`src/rtl/psmw_pkg.sv`:
```
// ----------------------------------------------------------------------------
// psmw_pkg
// Shared types, constants and the sine table builder for the multiphase
// sine wave generator.
// ----------------------------------------------------------------------------
`default_nettype none

package psmw_pkg;

    // configuration register widths
    localparam int unsigned WAVE_FACTOR_W = 7;
    localparam int unsigned STROKE_W      = 4;
    localparam int unsigned STEP_W        = 16;
    localparam int unsigned SHIFT_W       = 16;
    localparam int unsigned CFG_DATA_W    = 16;
    localparam int unsigned CFG_INDEX_W   = 2;

    // configuration reset values
    localparam logic [WAVE_FACTOR_W-1:0] WAVE_FACTOR_RST = 7'd100;
    localparam logic [STROKE_W-1:0]      STROKE_RST      = 4'd5;
    localparam logic [STEP_W-1:0]        PHASE_STEP_RST  = 16'd1638;
    localparam logic [SHIFT_W-1:0]       BASE_SHIFT_RST  = 16'd5461;

    // product base_shift * wave_factor and its division by one hundred
    localparam int unsigned PROD_W  = SHIFT_W + WAVE_FACTOR_W;
    localparam int unsigned PCT_REM_W = 7;
    localparam logic [PCT_REM_W:0] PCT_DIV = 8'd100;

    // ceil(2^30 / 100): the quotient is exact for every product below 2^23
    localparam int unsigned PCT_RECIP_W     = 24;
    localparam int unsigned PCT_RECIP_SHIFT = 30;
    localparam logic [PCT_RECIP_W-1:0] PCT_RECIP = 24'd10737419;

    // stream payload layout
    localparam int unsigned IDX_W   = 4;
    localparam int unsigned POS_W   = 15;
    localparam int unsigned S_DATA_W = 8;
    localparam int unsigned M_DATA_W = 24;

    // sine table: magnitude 0..1024, signed value
    localparam int unsigned MAG_W  = 11;
    localparam int unsigned SINE_W = 12;

    localparam logic [63:0] PI_Q30 = 64'd3373259426;

    typedef enum logic [CFG_INDEX_W-1:0] {
        CFG_WAVE_FACTOR   = 2'd0,
        CFG_STROKE_LENGTH = 2'd1,
        CFG_PHASE_STEP    = 2'd2,
        CFG_BASE_SHIFT    = 2'd3
    } cfg_reg_t;

    typedef struct packed {
        logic prod_load;   // register base_shift * wave_factor
        logic quot_load;   // register the quotient by one hundred
        logic rem_load;    // register the remainder, clear offset and motor count
        logic run;         // issue motors while the pipeline advances
    } dp_cmd_t;

    typedef struct packed {
        logic last_issue;  // final motor of the tick issued this cycle
    } dp_status_t;

    // round(1024*sin(2*pi*r/2^table_bits)) for r in the first quarter,
    // Q30 Taylor series with truncated products
    function automatic logic [MAG_W-1:0] quarter_sine(int unsigned r,
                                                      int unsigned table_bits);
        logic [63:0] x;
        logic [63:0] term;
        logic [63:0] sum;
        logic [63:0] rounded;
        x = (PI_Q30 * 64'd2 * 64'(r)) >> table_bits;
        term = x;
        sum = x;
        for (int n = 1; n <= 10; n++) begin
            term = (term * x) >> 30;
            term = (term * x) >> 30;
            case (n)
                1:       term = term / 64'd6;
                2:       term = term / 64'd20;
                3:       term = term / 64'd42;
                4:       term = term / 64'd72;
                5:       term = term / 64'd110;
                6:       term = term / 64'd156;
                7:       term = term / 64'd210;
                8:       term = term / 64'd272;
                9:       term = term / 64'd342;
                default: term = term / 64'd420;
            endcase
            if ((n % 2) == 1) begin
                sum = sum - term;
            end else begin
                sum = sum + term;
            end
        end
        rounded = (sum * 64'd1024 + (64'd1 << 29)) >> 30;
        return rounded[MAG_W-1:0];
    endfunction

endpackage

`default_nettype wire

```
`src/rtl/phased_sine_motor_wave_generator.sv`:
```
// ----------------------------------------------------------------------------
// phased_sine_motor_wave_generator
// Multiphase sine synthesizer producing one position per motor per tick.
// ----------------------------------------------------------------------------
// Each accepted request with tick set yields NUM_MOTORS results, motor 0
// first, tlast on the final one. Motor i reads the sine table at phase_acc
// plus floor(i*base_shift*wave_factor/100) and returns stroke_length times
// the sine (1024 per unit). After the last motor phase_acc advances by
// phase_step. A request with tick clear is taken and produces nothing. The
// input is ready again once the last motor of a tick request is issued. The
// base_shift*wave_factor product, the reciprocal multiply that gives the
// quotient by one hundred and the remainder are registered in turn, then
// one motor per cycle, while the output is not stalled, enters a three-stage
// pipeline (phase add, table read, amplitude multiply). Results leave after
// the third stage; output stalls hold the whole pipeline.
// Configuration writes are taken at any time but belong between ticks.
`default_nettype none

module phased_sine_motor_wave_generator #(
    parameter int unsigned NUM_MOTORS      = 12,
    parameter int unsigned PHASE_BITS      = 16,
    parameter int unsigned SINE_TABLE_BITS = 8
) (
    input  wire logic                               aclk,
    input  wire logic                               aresetn,
    // configuration
    input  wire logic                               cfg_wr_en,
    input  wire logic [psmw_pkg::CFG_INDEX_W-1:0]   cfg_index,
    input  wire logic [psmw_pkg::CFG_DATA_W-1:0]    cfg_wdata,
    // request stream
    input  wire logic                               s_tvalid,
    output logic                                    s_tready,
    input  wire logic [psmw_pkg::S_DATA_W-1:0]      s_tdata,   // [0] tick
    // result stream
    output logic                                    m_tvalid,
    input  wire logic                               m_tready,
    output logic [psmw_pkg::M_DATA_W-1:0]           m_tdata,   // [3:0] motor_index,
                                                               // [18:4] position
    output logic                                    m_tlast
);

    psmw_pkg::dp_cmd_t    cmd;
    psmw_pkg::dp_status_t status;

    psmw_ctrl u_ctrl (
        .aclk     (aclk),
        .aresetn  (aresetn),
        .s_tvalid (s_tvalid),
        .s_tready (s_tready),
        .tick     (s_tdata[0]),
        .cmd      (cmd),
        .status   (status)
    );

    psmw_datapath #(
        .NUM_MOTORS      (NUM_MOTORS),
        .PHASE_BITS      (PHASE_BITS),
        .SINE_TABLE_BITS (SINE_TABLE_BITS)
    ) u_datapath (
        .aclk      (aclk),
        .aresetn   (aresetn),
        .cfg_wr_en (cfg_wr_en),
        .cfg_index (cfg_index),
        .cfg_wdata (cfg_wdata),
        .cmd       (cmd),
        .status    (status),
        .m_tvalid  (m_tvalid),
        .m_tready  (m_tready),
        .m_tdata   (m_tdata),
        .m_tlast   (m_tlast)
    );

`ifndef SYNTHESIS
    // the flagged result belongs to the highest motor
    a_last_motor: assert property (@(posedge aclk) disable iff (!aresetn)
        (m_tvalid && m_tlast) |-> (m_tdata[3:0] == 4'(NUM_MOTORS - 1)))
        else $error("tlast on a motor other than the last");

    // a stroke of at most 15 keeps the position within 15 * 1024
    a_pos_range: assert property (@(posedge aclk) disable iff (!aresetn)
        m_tvalid |-> ($signed(m_tdata[18:4]) <= 15'sd15360 &&
                      $signed(m_tdata[18:4]) >= -15'sd15360))
        else $error("position outside the table range");

    // a tick request blocks the input until its motors are issued
    a_tick_busy: assert property (@(posedge aclk) disable iff (!aresetn)
        (s_tvalid && s_tready && s_tdata[0]) |=> !s_tready)
        else $error("input ready right after a tick request");
`endif

endmodule

`default_nettype wire

```
`src/rtl/psmw_sine_rom.sv`:
```
// ----------------------------------------------------------------------------
// psmw_sine_rom
// Quarter-wave sine table with quadrant folding and registered read.
// ----------------------------------------------------------------------------
`default_nettype none

module psmw_sine_rom #(
    parameter int unsigned TABLE_BITS = 8
) (
    input  wire logic                                 aclk,
    input  wire logic                                 en,
    input  wire logic [TABLE_BITS-1:0]                index,
    output logic signed [psmw_pkg::SINE_W-1:0]        sine
);

    localparam int unsigned QUARTER = 1 << (TABLE_BITS - 2);

    logic [psmw_pkg::MAG_W-1:0] qtab [QUARTER+1];
    logic [1:0]                 quad;
    logic [TABLE_BITS-3:0]      rel;
    logic [TABLE_BITS-2:0]      addr;
    logic [psmw_pkg::MAG_W-1:0] mag_reg;
    logic                       neg_reg;

    for (genvar k = 0; k <= QUARTER; k++) begin : g_qtab
        assign qtab[k] = psmw_pkg::quarter_sine(k, TABLE_BITS);
    end

    assign quad = index[TABLE_BITS-1 -: 2];
    assign rel  = index[TABLE_BITS-3:0];

    // mirror the falling quadrants
    assign addr = quad[0] ? ((TABLE_BITS-1)'(QUARTER) - {1'b0, rel}) : {1'b0, rel};

    always_ff @(posedge aclk) begin
        if (en) begin
            mag_reg <= qtab[addr];
            neg_reg <= quad[1];
        end
    end

    assign sine = neg_reg ? -$signed({1'b0, mag_reg}) : $signed({1'b0, mag_reg});

endmodule

`default_nettype wire

```
`src/rtl/psmw_datapath.sv`:
```
// ----------------------------------------------------------------------------
// psmw_datapath
// Configuration registers, reciprocal divide of the motor offset step, offset
// accumulator, phase accumulator and the three-stage position pipeline.
// ----------------------------------------------------------------------------
`default_nettype none

module psmw_datapath #(
    parameter int unsigned NUM_MOTORS      = 12,
    parameter int unsigned PHASE_BITS      = 16,
    parameter int unsigned SINE_TABLE_BITS = 8
) (
    input  wire logic                                aclk,
    input  wire logic                                aresetn,
    input  wire logic                                cfg_wr_en,
    input  wire logic [psmw_pkg::CFG_INDEX_W-1:0]    cfg_index,
    input  wire logic [psmw_pkg::CFG_DATA_W-1:0]     cfg_wdata,
    input  wire psmw_pkg::dp_cmd_t                   cmd,
    output psmw_pkg::dp_status_t                     status,
    output logic                                     m_tvalid,
    input  wire logic                                m_tready,
    output logic [psmw_pkg::M_DATA_W-1:0]            m_tdata,
    output logic                                     m_tlast
);

    localparam int unsigned MIDX_W = (NUM_MOTORS > 1) ? $clog2(NUM_MOTORS) : 1;
    localparam int unsigned PW     = psmw_pkg::PROD_W;
    localparam int unsigned RW     = psmw_pkg::PCT_REM_W;
    localparam int unsigned QFW    = PW + psmw_pkg::PCT_RECIP_W;

    // configuration
    logic [psmw_pkg::WAVE_FACTOR_W-1:0] wave_factor_reg;
    logic [psmw_pkg::STROKE_W-1:0]      stroke_reg;
    logic [psmw_pkg::STEP_W-1:0]        phase_step_reg;
    logic [psmw_pkg::SHIFT_W-1:0]       base_shift_reg;

    // divider and offset accumulator
    logic [PW-1:0]         prod_reg;
    logic [PW-1:0]         quot_reg;
    logic [RW-1:0]         rem_reg;
    logic [QFW-1:0]        quot_full;
    logic [PW-1:0]         rem_full;
    logic [RW:0]           rsum;
    logic                  rcarry;
    logic [PHASE_BITS-1:0] off_q_reg;
    logic [RW-1:0]         off_r_reg;
    logic [MIDX_W-1:0]     mcnt_reg;
    logic                  last_motor;
    logic                  adv;
    logic                  issue;

    logic [PHASE_BITS-1:0] phase_acc_reg;

    // pipeline
    logic                       v1_reg, v2_reg, v3_reg;
    logic [PHASE_BITS-1:0]      ph1_reg;
    logic [MIDX_W-1:0]          idx1_reg, idx2_reg, idx3_reg;
    logic                       last1_reg, last2_reg, last3_reg;
    logic [SINE_TABLE_BITS-1:0] rom_idx;
    logic signed [psmw_pkg::SINE_W-1:0] sine;
    logic signed [psmw_pkg::SINE_W+psmw_pkg::STROKE_W:0] pos_full;
    logic [psmw_pkg::POS_W-1:0] pos_reg;

    always_ff @(posedge aclk) begin
        if (!aresetn) begin
            wave_factor_reg <= psmw_pkg::WAVE_FACTOR_RST;
            stroke_reg      <= psmw_pkg::STROKE_RST;
            phase_step_reg  <= psmw_pkg::PHASE_STEP_RST;
            base_shift_reg  <= psmw_pkg::BASE_SHIFT_RST;
        end else if (cfg_wr_en) begin
            case (psmw_pkg::cfg_reg_t'(cfg_index))
                psmw_pkg::CFG_WAVE_FACTOR:
                    wave_factor_reg <= cfg_wdata[psmw_pkg::WAVE_FACTOR_W-1:0];
                psmw_pkg::CFG_STROKE_LENGTH:
                    stroke_reg <= cfg_wdata[psmw_pkg::STROKE_W-1:0];
                psmw_pkg::CFG_PHASE_STEP:
                    phase_step_reg <= cfg_wdata[psmw_pkg::STEP_W-1:0];
                psmw_pkg::CFG_BASE_SHIFT:
                    base_shift_reg <= cfg_wdata[psmw_pkg::SHIFT_W-1:0];
                default: ;
            endcase
        end
    end

    // divide by one hundred: reciprocal multiply, then the remainder
    assign quot_full = prod_reg * psmw_pkg::PCT_RECIP;
    assign rem_full  = prod_reg - quot_reg * PW'(psmw_pkg::PCT_DIV);

    // offset of the next motor: add quotient and remainder of one step
    assign rsum   = {1'b0, off_r_reg} + {1'b0, rem_reg};
    assign rcarry = (rsum >= psmw_pkg::PCT_DIV);

    assign adv        = !v3_reg || m_tready;
    assign issue      = cmd.run && adv;
    assign last_motor = (mcnt_reg == MIDX_W'(NUM_MOTORS - 1));
    assign status.last_issue = issue && last_motor;

    always_ff @(posedge aclk) begin
        if (cmd.prod_load) begin
            prod_reg <= PW'(base_shift_reg * wave_factor_reg);
        end
        if (cmd.quot_load) begin
            quot_reg <= PW'(quot_full >> psmw_pkg::PCT_RECIP_SHIFT);
        end
        if (cmd.rem_load) begin
            rem_reg <= rem_full[RW-1:0];
        end
    end

    always_ff @(posedge aclk) begin
        if (!aresetn) begin
            phase_acc_reg <= '0;
            mcnt_reg      <= '0;
        end else begin
            if (cmd.rem_load) begin
                mcnt_reg <= '0;
            end else if (issue) begin
                mcnt_reg <= last_motor ? '0 : mcnt_reg + MIDX_W'(1);
            end
            if (status.last_issue) begin
                phase_acc_reg <= phase_acc_reg + PHASE_BITS'(phase_step_reg);
            end
        end
    end

    always_ff @(posedge aclk) begin
        if (cmd.rem_load) begin
            off_q_reg <= '0;
            off_r_reg <= '0;
        end else if (issue) begin
            off_q_reg <= off_q_reg + PHASE_BITS'(quot_reg) + PHASE_BITS'(rcarry);
            off_r_reg <= rcarry ? RW'(rsum - psmw_pkg::PCT_DIV) : rsum[RW-1:0];
        end
    end

    // stage valids
    always_ff @(posedge aclk) begin
        if (!aresetn) begin
            v1_reg <= 1'b0;
            v2_reg <= 1'b0;
            v3_reg <= 1'b0;
        end else if (adv) begin
            v1_reg <= issue;
            v2_reg <= v1_reg;
            v3_reg <= v2_reg;
        end
    end

    // stage payloads
    always_ff @(posedge aclk) begin
        if (adv) begin
            ph1_reg   <= phase_acc_reg + off_q_reg;
            idx1_reg  <= mcnt_reg;
            last1_reg <= last_motor;
            idx2_reg  <= idx1_reg;
            last2_reg <= last1_reg;
            idx3_reg  <= idx2_reg;
            last3_reg <= last2_reg;
            pos_reg   <= pos_full[psmw_pkg::POS_W-1:0];
        end
    end

    if (PHASE_BITS >= SINE_TABLE_BITS) begin : g_idx_trunc
        assign rom_idx = ph1_reg[PHASE_BITS-1 -: SINE_TABLE_BITS];
    end else begin : g_idx_shift
        assign rom_idx = {ph1_reg, {(SINE_TABLE_BITS - PHASE_BITS){1'b0}}};
    end

    psmw_sine_rom #(
        .TABLE_BITS (SINE_TABLE_BITS)
    ) u_rom (
        .aclk  (aclk),
        .en    (adv),
        .index (rom_idx),
        .sine  (sine)
    );

    assign pos_full = $signed({1'b0, stroke_reg}) * sine;

    assign m_tvalid = v3_reg;
    assign m_tlast  = last3_reg;
    assign m_tdata  = {{(psmw_pkg::M_DATA_W - psmw_pkg::POS_W - psmw_pkg::IDX_W){1'b0}},
                       pos_reg, psmw_pkg::IDX_W'(idx3_reg)};

endmodule

`default_nettype wire

```
`src/rtl/psmw_ctrl.sv`:
```
// ----------------------------------------------------------------------------
// psmw_ctrl
// Tick sequencer: product, quotient, remainder, then one motor per advance.
// ----------------------------------------------------------------------------
`default_nettype none

module psmw_ctrl (
    input  wire logic                  aclk,
    input  wire logic                  aresetn,
    input  wire logic                  s_tvalid,
    output logic                       s_tready,
    input  wire logic                  tick,
    output psmw_pkg::dp_cmd_t          cmd,
    input  wire psmw_pkg::dp_status_t  status
);

    typedef enum logic [2:0] {
        ST_IDLE,
        ST_MULT,
        ST_QUOT,
        ST_REM,
        ST_RUN
    } state_t;

    state_t             state_reg;
    psmw_pkg::dp_cmd_t  cmd_reg;

    always_ff @(posedge aclk) begin
        if (!aresetn) begin
            state_reg <= ST_IDLE;
            cmd_reg   <= '0;
        end else begin
            case (state_reg)
                ST_IDLE: begin
                    // an idle tick is taken and dropped
                    if (s_tvalid && tick) begin
                        cmd_reg.prod_load <= 1'b1;
                        state_reg         <= ST_MULT;
                    end
                end
                ST_MULT: begin
                    cmd_reg.prod_load <= 1'b0;
                    cmd_reg.quot_load <= 1'b1;
                    state_reg         <= ST_QUOT;
                end
                ST_QUOT: begin
                    cmd_reg.quot_load <= 1'b0;
                    cmd_reg.rem_load  <= 1'b1;
                    state_reg         <= ST_REM;
                end
                ST_REM: begin
                    cmd_reg.rem_load <= 1'b0;
                    cmd_reg.run      <= 1'b1;
                    state_reg        <= ST_RUN;
                end
                ST_RUN: begin
                    if (status.last_issue) begin
                        cmd_reg.run <= 1'b0;
                        state_reg   <= ST_IDLE;
                    end
                end
                default: begin
                    cmd_reg   <= '0;
                    state_reg <= ST_IDLE;
                end
            endcase
        end
    end

    assign cmd      = cmd_reg;
    assign s_tready = (state_reg == ST_IDLE);

endmodule

`default_nettype wire

```
`config.mk`:
```
export PLATFORM = sky130hd
export DESIGN_NAME = phased_sine_motor_wave_generator
export DESIGN_NICKNAME = d
export VERILOG_FILES = /design/src/rtl/psmw_pkg.sv /design/src/rtl/phased_sine_motor_wave_generator.sv /design/src/rtl/psmw_sine_rom.sv /design/src/rtl/psmw_datapath.sv /design/src/rtl/psmw_ctrl.sv
export SDC_FILE = /design/constraint.sdc
export NUM_CORES = 1
export LEC_CHECK = 0
export ABC_AREA = 1
export BUFFER_PORTS_ARGS = -buffer_cell sky130_fd_sc_hd__buf_2
export CAP_MARGIN = 30
export CELL_PAD_IN_SITES_DETAIL_PLACEMENT = 1
export CELL_PAD_IN_SITES_GLOBAL_PLACEMENT = 1
export CORE_MARGIN = 2
export CORE_UTILIZATION = 54
export CTS_BUF_LIST = sky130_fd_sc_hd__clkbuf_4 sky130_fd_sc_hd__clkbuf_8
export CTS_CLUSTER_DIAMETER = 30
export DETAILED_ROUTE_END_ITERATION = 8
export PLACE_DENSITY_LB_ADDON = 0.08
export SYNTH_ARGS = -nofsm -noshare
export SYNTH_HDL_FRONTEND = slang
export SYNTH_SLANG_ARGS = --single-unit
```
`constraint.sdc`:
```
create_clock -name aclk -period 9.9 [get_ports aclk]
set_input_delay 1.98 -clock aclk [delete_from_list [all_inputs] [get_ports aclk]]
set_output_delay 1.98 -clock aclk [all_outputs]
set_load 0.05 [all_outputs]
```
### Yosys cells after proc, flatten, opt, wreduce, memory -nomap -nowiden

Memory sizes are Yosys's and may differ from the RTL's. A register that Yosys moved wholly into a read port is not among the register bits.
Index checks and enable logic that the tools add are counted.

* bits in registers: 190
* bits in latches: 0
* memory bits (writable): 0
* bits in read-only memories: 1408
* input port bits: 31
* output and inout bits: 27
* memories: 1

* $add $sub $neg: 10
* multipliers: 4
* div/mod/pow operators: 0
* $lt $le $gt $ge: 1
* equality and inequality tests: 10
* shifts and indexed selects: 0
* multiplexer cells: 13
* bitwise operators: 4
* reduce and logical (&&, ||, !) cells: 19

Memories
* (name not given): words 128, bits a word 11, rd ports 1, clocked after memory_dff 1, write ports 0, line psmw_sine_rom.sv:37 `mag_reg <= qtab[addr];`

Operators by type and width (number)
* 16-bit adder: 3
* 23-bit by 24-bit multiplier with 47-bit output, second input constant: 1
* 16-bit by 7-bit multiplier with 23-bit output: 1
* 17-bit by 5-bit multiplier with 5-bit output, second input constant: 1
* 16-bit by 1-bit adder with 16-bit output: 1
* 5-bit by 12-bit multiplier with 15-bit output: 1
* 3-bit case mux with 5 select lines: 1
* 7-bit 2-to-1 mux: 2
* 2-bit AND reduction: 7
* 12-bit 2-to-1 mux: 1
* 11-bit negation with 12-bit output: 1
* 3-bit OR reduction: 4
* 7-bit by 7-bit adder with 8-bit output: 1
* 8-bit by 7-bit >= comparator with 1-bit output, second input constant: 1
* 7-bit inverter with 8-bit output: 1
* 7-bit by 6-bit subtractor with 7-bit output, first input constant: 1
* 7-bit subtractor: 1
* 7-bit subtractor, second input constant: 1
* 3-bit by 2-bit equality test with 1-bit output, second input constant: 2
* 3-bit 2-to-1 mux: 2
* 1-bit case mux with 2 select lines: 3
* 4-bit by 1-bit adder with 4-bit output, second input constant: 1
* 2-bit equality test, second input constant: 2
* 4-bit equality test, second input constant: 1
* 15 further kinds: 20

### Logic depth before layout (Yosys ltp)

* depth after elaboration: 6
* gate-level depth with buffers: 26
* mapped depth without buffers: 26

### By module

Synthesis repeated with hierarchy kept, for this count alone.

* cells, all modules: 3228
* area total of the unflattened synthesis: 26056.2 um^2

Modules (own cells, without submodules)
* psmw_datapath: instances 1, cells an instance 2887, area an instance 23839.1 um^2, seq. area each 4304.1 um^2
* psmw_sine_rom: instances 1, cells an instance 305, area an instance 1935.6 um^2, seq. area each 360.3 um^2
* psmw_ctrl: instances 1, cells an instance 36, area an instance 281.5 um^2, seq. area each 140.1 um^2

### Worst setup path after synthesis

No wires, ideal clock.

* path kind: register to register
* from: reg u_datapath.prod_reg[6]
* to: reg u_datapath.quot_reg[12] (data pin)
* setup time: 0.253 ns
* arrival time: 5.531 ns
* required time: 9.647 ns
* slack: 4.117 ns
* cell stages (with the launch flop): 23
* path buffers: 0
* cells stage by stage: edfxtp_1 inv_1 fa_1 inv_1 fa_1 inv_1 fa_1 fa_1 inv_1 fa_1 fa_1 inv_1 fa_1 inv_1 ha_1 a21oi_1 o21ai_0 a21boi_0 o21ai_0 nand2_1 nand3_1 nand2_1 nand2_1

* cells in the longest elaborated chain, start to end: 1

RTL lines
* start: declaration: line psmw_datapath.sv:38 `logic [PW-1:0] prod_reg;`
* start signal: assignment: line psmw_datapath.sv:100 `prod_reg <= PW'(base_shift_reg * wave_factor_reg);`
* 23-bit by 24-bit multiplier with 47-bit output: line psmw_datapath.sv:86 `assign quot_full = prod_reg * psmw_pkg::PCT_RECIP;`
* named net u_datapath.quot_full[42]: line psmw_datapath.sv:41 `logic [QFW-1:0] quot_full;`
* end signal: assignment: line psmw_datapath.sv:103 `quot_reg <= PW'(quot_full >> psmw_pkg::PCT_RECIP_SHIFT);`
* end: declaration: line psmw_datapath.sv:39 `logic [PW-1:0] quot_reg;`

The timed path passes the listed nets, and every way through them passes these cells.
A chain may end at the register's enable or synchronous reset.

### Final worst setup path

* from: reg u_datapath.prod_reg[5]
* to: reg u_datapath.quot_reg[8] (data pin)

Same word-level chain as after synthesis.

==> results.json <==
{
  "status": "complete, no violations",
  "relSlewSlack": 0.290,
  "first_iter_violations": 1128,
  "start_util": 0.545,
  "postCtsSetupBuffers": 0,
  "tightestPinTransition_ps": 1060,
  "die_area_um2": 49800,
  "yosysTopAreaCell": "fa_1",
  "layout_min_cycle_time_ps": 6790,
  "hold_viol": 0,
  "rrSetupSlack_ps": 3110,
  "maxCapViolCount": 0,
  "yosysWarnings": 0,
  "r2r_start": "u_datapath.prod_reg[5]",
  "cts_sinks": 192,
  "vias": 21612,
  "arrival_ps": 7130,
  "ctsResizeCount": 0,
  "drc": 0,
  "crit_fanout": 8,
  "cts_tree": "yes",
  "required_ps": 10240,
  "io-pin-count": 58,
  "yosysSeqAreaShare": 0.185,
  "grt_use_total": 0.326,
  "numCtsBuffers": 17,
  "startpoint": "u_datapath.prod_reg[5]",
  "syn_to_final_growth_pct": 4.69,
  "nFillCells": 5928,
  "whs_ps": 434,
  "n_antenna_cell": 0,
  "setup.worst_path.class": "register to register",
  "netlist_top_cells_area": "fa_1 (22%), ha_1 (18%), edfxtp_1 (11%)",
  "final_antenna_net_count": 0,
  "crit_path_end_kind": "register",
  "drt_pre_antenna_iters": 5,
  "drv_slew": 0,
  "via_per_inst": 5.56,
  "async_reset_ff_frac": 0,
  "crit_end": "u_datapath.quot_reg[8]",
  "synth_edf_count": 96,
  "rows": 80,
  "avgSynthCellArea_um2": 7.97,
  "rsz0062_at_grt": "false",
  "place.gp.congestion": 0.963,
  "hold_buffers": 0,
  "core_area_um2": 47500,
  "syn_area_um2": 25900,
  "ys.flop_type": "edfxtp_1",
  "numPlacedInstances": 3853,
  "utilization": 0.571,
  "antenna_found_initial": 1,
  "drive_gt1_frac": 0.0351,
  "timing.final.crit_share": 0.686,
  "grt-ovfl-total": 0,
  "die_h_um": 223,
  "min_path_type": "register to register",
  "ctsLongestPathBuffers": 2,
  "synth.distinct_cells": 48,
  "cts_root_buffer": "clkbuf_8",
  "regToRegEndpoint": "u_datapath.quot_reg[8]",
  "grt_pass1_vias": 24152,
  "finClkSkew_ps": 23.0,
  "dp_hpwl_um": 66800,
  "clk_latency_ps": 580,
  "largest_reg_flops": 23,
  "whs_path_depth": 0,
  "grt_pass1_wl_um": 126000,
  "synth_most_common_cell": "inv_1",
  "cp-start-kind": "register",
  "port_buffers": 45,
  "instances_no_fill": 3887,
  "synth_top_area_frac": 0.224,
  "syn_inst": 3252,
  "die_w_um": 223,
  "nets": 3957,
  "h-tree-depth": 4,
  "synth_common_cells": "inv_1 (706), nand2_1 (596), ha_1 (377), nor2_1 (293), fa_1 (290)",
  "drt_wl_total_um": 77900,
  "wl_per_cell_um": 20.0,
  "setup_viol": 0,
  "fin_setup_tns_ps": 0,
  "cts.clk_slew.worst_paths_ps": 120,
  "r2r_cells": 20,
  "ys_seq_elements": 192,
  "fmax_mhz": 147,
  "grt_max_degree": 53
}
per-stage QoR:
stage / area, µm² / setup slack (ps)
after floorplan: 25900 / 4120
after global placement: 26700 / 3290
after detailed placement: 26700 / 3190
after CTS: 27100 / 3150
after global routing: 27100 / 2730
final: 27100 / 3110
worst max-delay path: stages (launching register included):
cell,delay [ps]
edfxtp_1,810
inv_1,240
fa_1,540
fa_1,520
fa_1,580
inv_1,60
fa_1,530
fa_1,470
fa_1,560
inv_1,60
fa_1,530
inv_1,40
ha_1,310
nand2_1,80
nand2_1,60
a21boi_0,420
o21ai_0,270
a21oi_1,230
nand3_1,100
nand2_1,70
nand2_1,50
placed cells by master (no fill, tap or decap), drive strengths merged, types with 2 or more instances in the layout:
master / Yosys / routed
xnor2: 27 / 27
buf: 17 / 54
nor4: 5 / 5
a31oi: 15 / 15
conb: 1 / 5
o211ai: 13 / 13
o21ai: 145 / 145
inv: 711 / 717
a21oi: 162 / 162
ha: 377 / 377
nor2: 294 / 294
a21boi: 6 / 6
xor2: 59 / 59
nand2: 600 / 600
a211oi: 3 / 3
o31ai: 9 / 9
or2: 10 / 10
o21a: 2 / 2
nand3: 144 / 144
clkbuf: 53 / 18
nand3b: 8 / 8
a21o: 15 / 15
a31o: 2 / 2
clkinv: 1 / 7
nand4: 30 / 30
and2: 3 / 3
o21bai: 15 / 15
fa: 290 / 290
nor3: 38 / 38
nor3b: 2 / 2
edfxtp: 96 / 96
dfxtp: 96 / 96
cell families (layout without fill, tap and decap cells):
| group | after synthesis | after routing | synth area share |
|---|---|---|---|
| buffers and inverters | 782 | 798 | 0.115 |
| flip-flops | 192 | 192 | 0.185 |
| adder cells (fa/ha/maj) | 667 | 667 | 0.406 |
| AO/OA/AOI/OAI | 389 | 389 | 0.0833 |
| other | 1 | 5 | 0.000145 |
| XOR/XNOR | 86 | 86 | 0.0298 |
| AND/OR/NAND/NOR | 1135 | 1135 | 0.180 |
cell type report:
| cell class | count | area, µm² | share of cell area |
|---|---|---|---|
| flip-flops and latches | 192 | 4800 | 0.177 |
| clock inverters | 14 | 188 | 0.00691 |
| well taps | 615 | 769 | 0.0283 |
| multi-input cells | 2282 | 18100 | 0.668 |
| inverters | 712 | 2670 | 0.0985 |
| clock buffers | 18 | 241 | 0.00890 |
| repair buffers | 54 | 324 | 0.0119 |
metal layers:
layer	GRT usage	vias up	routed length [µm]
li1	-	10208	-
met1	0.405	10773	33000
met4	0.135	0	3060
met2	0.563	462	38400
met3	0.0537	169	3470
met5	0	-	0
worst min path at each step:
stage	from	slack [ps]	endpoint
detailed placement	u_datapath.last2_reg	410	u_datapath.m_tlast
finish	u_datapath.idx2_reg[3]	430	u_datapath.idx3_reg[3]
global placement	u_datapath.idx1_reg[2]	400	u_datapath.idx2_reg[2]
CTS	u_datapath.idx2_reg[3]	440	u_datapath.idx3_reg[3]
global route	u_datapath.idx2_reg[3]	450	u_datapath.idx3_reg[3]
floorplan	u_datapath.idx1_reg[0]	400	u_datapath.idx2_reg[0]
Power is not shown: default switching activity piles up to over one toggle a cycle in this logic, so the estimate is an artifact.
